File: src/rtl/min_variance_laplacian_edge_defines.svh
// assertion macros shared by the edge detector rtl
`ifndef MIN_VARIANCE_LAPLACIAN_EDGE_DEFINES_SVH
`define MIN_VARIANCE_LAPLACIAN_EDGE_DEFINES_SVH
`ifndef SYNTHESIS
`define MVLE_ASSERT(label, clk, rst_n, prop) \
	label: assert property (@(posedge clk) disable iff (!rst_n) (prop)) \
		else $error("mvle assertion failed");
`define MVLE_ASSERT_NEXT(label, clk, rst_n, pre, post) \
	label: assert property (@(posedge clk) disable iff (!rst_n) (pre) |=> (post)) \
		else $error("mvle next-cycle assertion failed");
`else
`define MVLE_ASSERT(label, clk, rst_n, prop)
`define MVLE_ASSERT_NEXT(label, clk, rst_n, pre, post)
`endif
`endif

File: src/rtl/mvle_pkg.sv
// types and constants of the minimum-variance laplacian edge detector
package mvle_pkg;
	localparam int PIX_W = 8;
	localparam int SUM_W = 12;
	localparam int ROW_W = 13;
	localparam int THR_W = 8;
	localparam int CW_W = 10;
	localparam int CH_W = 13;
	localparam int MIN_DIM = 3;
	localparam int MAX_HEIGHT = 4096;
	localparam int QUEUE_DEPTH = 8;
	localparam int QPTR_W = 3;
	localparam int QCNT_W = 4;
	localparam int ADDR_W = 4;
	localparam int DATA_W = 32;

	localparam logic [THR_W-1:0] THR_RESET = 8'd20;
	localparam logic [CW_W-1:0] WIDTH_RESET = 10'd512;
	localparam logic [CH_W-1:0] HEIGHT_RESET = 13'd512;
	localparam logic [PIX_W-1:0] PIX_EDGE = 8'd0;
	localparam logic [PIX_W-1:0] PIX_FLAT = 8'd255;
	localparam logic OP_PIXEL = 1'b0;

	typedef enum logic [1:0] {
		REG_THRESHOLD = 2'd0,
		REG_WIDTH = 2'd1,
		REG_HEIGHT = 2'd2
	} reg_idx_t;

	typedef struct packed {
		logic left;
		logic wrap;
		logic top;
		logic bot;
	} clamp_t;

	typedef struct packed {
		logic vld;
		logic emit;
		logic last;
		clamp_t cl;
	} bk_ctl_t;

	typedef struct packed {
		logic is_edge;
		logic last;
	} result_t;
endpackage

File: src/rtl/mvle_queue.sv
// result queue between the datapath and the output channel
`include "min_variance_laplacian_edge_defines.svh"
module mvle_queue (
	input logic clk,
	input logic arst_n,
	input logic push,
	input mvle_pkg::result_t push_data,
	input logic pop,
	output logic head_valid,
	output mvle_pkg::result_t head_data
);
	localparam int QD = mvle_pkg::QUEUE_DEPTH;
	localparam int PTW = mvle_pkg::QPTR_W;
	localparam int CNW = mvle_pkg::QCNT_W;

	mvle_pkg::result_t q_mem [QD];
	logic [PTW-1:0] wr_q, rd_q;
	logic [CNW-1:0] cnt_q;
	logic do_pop;

	assign head_valid = (cnt_q != '0);
	assign head_data = q_mem[rd_q];
	assign do_pop = pop && head_valid;

	always_ff @(posedge clk) begin
		if (push) begin
			q_mem[wr_q] <= push_data;
		end
	end

	always_ff @(posedge clk or negedge arst_n) begin
		if (!arst_n) begin
			wr_q <= '0;
			rd_q <= '0;
			cnt_q <= '0;
		end else begin
			if (push) begin
				wr_q <= wr_q + PTW'(1);
			end
			if (do_pop) begin
				rd_q <= rd_q + PTW'(1);
			end
			cnt_q <= cnt_q + CNW'(push) - CNW'(do_pop);
		end
	end

	`MVLE_ASSERT(a_no_push_full, clk, arst_n, !(push && (cnt_q == CNW'(QD))))
	`MVLE_ASSERT(a_cnt_bound, clk, arst_n, cnt_q <= CNW'(QD))
endmodule
File: config.mk
export PLATFORM = sky130hd
export DESIGN_NAME = mvle_queue
export DESIGN_NICKNAME = d
export VERILOG_FILES = /design/src/rtl/mvle_pkg.sv /design/src/rtl/mvle_queue.sv
export VERILOG_INCLUDE_DIRS = /design/src /design/src/rtl
export SDC_FILE = /design/constraint.sdc
export NUM_CORES = 1
export LEC_CHECK = 0
export BUFFER_PORTS_ARGS = -buffer_cell sky130_fd_sc_hd__buf_2
export CAP_MARGIN = 20
export CORE_MARGIN = 4
export CORE_UTILIZATION = 47
export CTS_CLUSTER_SIZE = 28
export DETAILED_ROUTE_END_ITERATION = 10
export PLACE_DENSITY = 0.64
export RECOVER_POWER = 50
export SLEW_MARGIN = 20
export SYNTH_ARGS = -nofsm -noshare
export SYNTH_HDL_FRONTEND = slang
export SYNTH_SLANG_ARGS = --single-unit
File: constraint.sdc
create_clock -name clk -period 2.5 [get_ports clk]
set_clock_uncertainty 0.15 [all_clocks]
set_input_delay 0.5 -clock clk [delete_from_list [all_inputs] [get_ports clk]]
set_output_delay 0.5 -clock clk [all_outputs]
set_load 0.05 [all_outputs]
==> impl_metrics.toml <==
[worst_setup_path]
worstRegToRegCells = 11
setup.worst_path.end = "head_data[1]"
crit_family = "multiplexers"
critPathMaxFanout = 5
crit_type = "reg2out"
cp-start-kind = "flop"
crit_path_end_kind = "output port"
critPathSlowestCell = "mux4_2"
cpPeakStageDelay_ps = 520
setup.worst_path.start = "rd_q[0]"
timing.reg2reg.setup_slack_ps = 110
r2r_start = "cnt_q[2]"
crit_buf_inv = 1
worstPathCellList = "mux4_2, mux2_2, buf_4"
arrival_ps = 1760
cp.required_ps = 1850
rr_endpoint = "cnt_q[1]"
crit_cells = 3

[final_layout]
final_cell_area_um2 = 1320
area_growth_pct = 11.9
seqCellArea_um2 = 732
drive_above_1_share_pct = 28.3
final_cell_mix = "edfxtp_1 (16), dfrtp_1 (9), inv_1 (8)"
utilization_pct = 57.4
nFillCells = 200
n_antenna_cell = 0
stdcell_count = 120
multi_input_area_um2 = 414
layout_commonest_cell = "edfxtp_1"
nets = 107

[floorplan]
ioPinCount = 9
die_h_um = 58.1
core-area_um2 = 2300
die-area_um2 = 3370
die_w_um = 58.1
start_util_pct = 51.3
num_rows = 17

[synth]
syn_avg_cell_area_um2 = 15.3
synth_cell_type_count = 18
syn_inst = 77
ys_ff_latch = 26
syn_area_um2 = 1180
synth_warnings = 0
yosysSeqAreaShare_pct = 62.0
synth_fp_nets = 91

[pwr]
power.density_nw_per_um2 = 1220
leakagePower_nw = 0.523
irDropWorstVdd_v = 0.000640
power_mw = 1.61

[grt]
antenna_found_initial = 0
met1_usage_pct = 15.2
grt_max_degree = 15
grt.busiest_layer = "met2"
grtUsageMet2_pct = 18.1
grt.overflow.total = 0
grt_pass1_vias = 593
grt_pass1_wl_um = 2860
use_met3_pct = 2.67
grt_usage_pct = 11.5

[job]
cap_violations = 0

[placed_design]
dpl.cell_count = 113
place_area_um2 = 1250
dpl.hpwl_um = 1330
pre_cts_ws_ps = 46.0
gp_congestion = 0.706
port_buffers = 8

[clocking]
clockBufferDepth = 2
insertion_delay_ps = 310
cts_tree = "done"
cts_sinks = 26
cts_inserted_buffers = 3
clk_pin_slew_ps = 130
cts-htree-levels = 1
root_buffer = "clkbuf_4"

[worst_hold_path]
hp-class = "in2reg"

[timing]
fin_crit_sh_pct = 96.6
worstMarginPinSlew_ps = 546
setup_violations = 0
slew_viol_final = 0
rsz0062_at_grt = "no"
fin_hold_ws_ps = 293
fin_tns_setup_ps = 0
maxSlewHeadroom_pct = 63.6
fmaxAchievable_mhz = 414
fin_ws_ps = 86.0
finalHoldViolCount = 0
post-route-min-period_ps = 2410

[drt]
drt_iter0_drc = 19
drc_errors = 0
via_per_inst = 5.21
dr.pass1.iters = 4
num_vias = 625
ant_nets = 0
wl_um = 1810
wl_per_cell_um = 15.1

[status]
status = "completed"
## worst reg2reg max path: stages (launching register included)
cell and delay [ps]:
dfrtp_1 390, inv_2 60, ha_1 130, or3b_4 390
nand2_2 70, inv_1 60, ha_4 210, inv_1 60
ha_2 170, inv_1 60, fa_2 520, inv_1 40
## power by group
group / total, mW / internal, mW / switching (mW) / leakage [nW]
combinational: 0.726 / 0.367 / 0.359 / 0.247
sequential: 0.711 / 0.589 / 0.122 / 0.261
clock: 0.177 / 0.0623 / 0.114 / 0.0150
## kinds of logic (layout without fill, tap and decap cells)
family / Yosys count / count (layout) / synth area share (%)
mux: 8 / 8 / 12.7
flops: 26 / 26 / 62.0
compound gates: 2 / 2 / 1.06
xor+xnor: 6 / 6 / 4.46
buf+inv: 10 / 25 / 3.82
simple gates: 17 / 17 / 6.79
fa+ha+maj: 8 / 8 / 9.13
## state kept, by name (all words and copies together), names as in the netlist
name and cells:
cnt_q 4, wr_q 3, rd_q 3, q_mem 16
## what timing repair did
item | in CTS | in global routing
buffers inserted | 1 | 1
pin swaps | 0 | 1
cloned | 0 | 0
endpoints found under the hold margin | 10 | 0
hold buffers | 1 | 0
resized for setup | 2 | 13
endpoints found under the setup margin | 2 | 4
## cells in the mapped netlist (all sizes together)
master / count / share of area, %
xnor2: 4 / 3.0
fa: 1 / 1.7
mux2: 4 / 3.8
dfrtp: 10 / 21
a21o: 1 / 0.64
mux4: 4 / 8.9
ha: 7 / 7.4
nor3: 2 / 0.85
a21oi: 1 / 0.42
nand3: 1 / 0.42
edfxtp: 16 / 41
nand2: 4 / 1.3
buf: 1 / 0.96
or3b: 1 / 0.74
xor2: 2 / 1.5
nand2b: 3 / 1.6
nor2: 6 / 1.9
inv: 9 / 2.9
## metal layers
layer  up-vias  wire length, um
met2         8              901
met3         2               70
met5         -                0
met4         0               17
met1       316              823
li1        299                -
## final cells by class
| class | count | area share, % |
|---|---|---|
| tap | 28 | 2.66 |
| timing repair buffer | 12 | 5.88 |
| clock buffer | 4 | 1.99 |
| multi-input combinational | 41 | 31.4 |
| inverter | 9 | 2.56 |
| sequential | 26 | 55.5 |
## worst min-delay path by stage
stage | cells past startpoint | startpoint | end | slack [ps]
after floorplan | 0 | arst_n | cnt_q[0] | 50
after global placement | 1 | arst_n | rd_q[2] | 230
after detailed placement | 1 | arst_n | rd_q[2] | 220
after CTS | 2 | push | wr_q[0] | 290
after global routing | 2 | push | wr_q[0] | 300
final | 2 | push | wr_q[0] | 290
No activity file was read; power rests on OpenSTA's default activity.
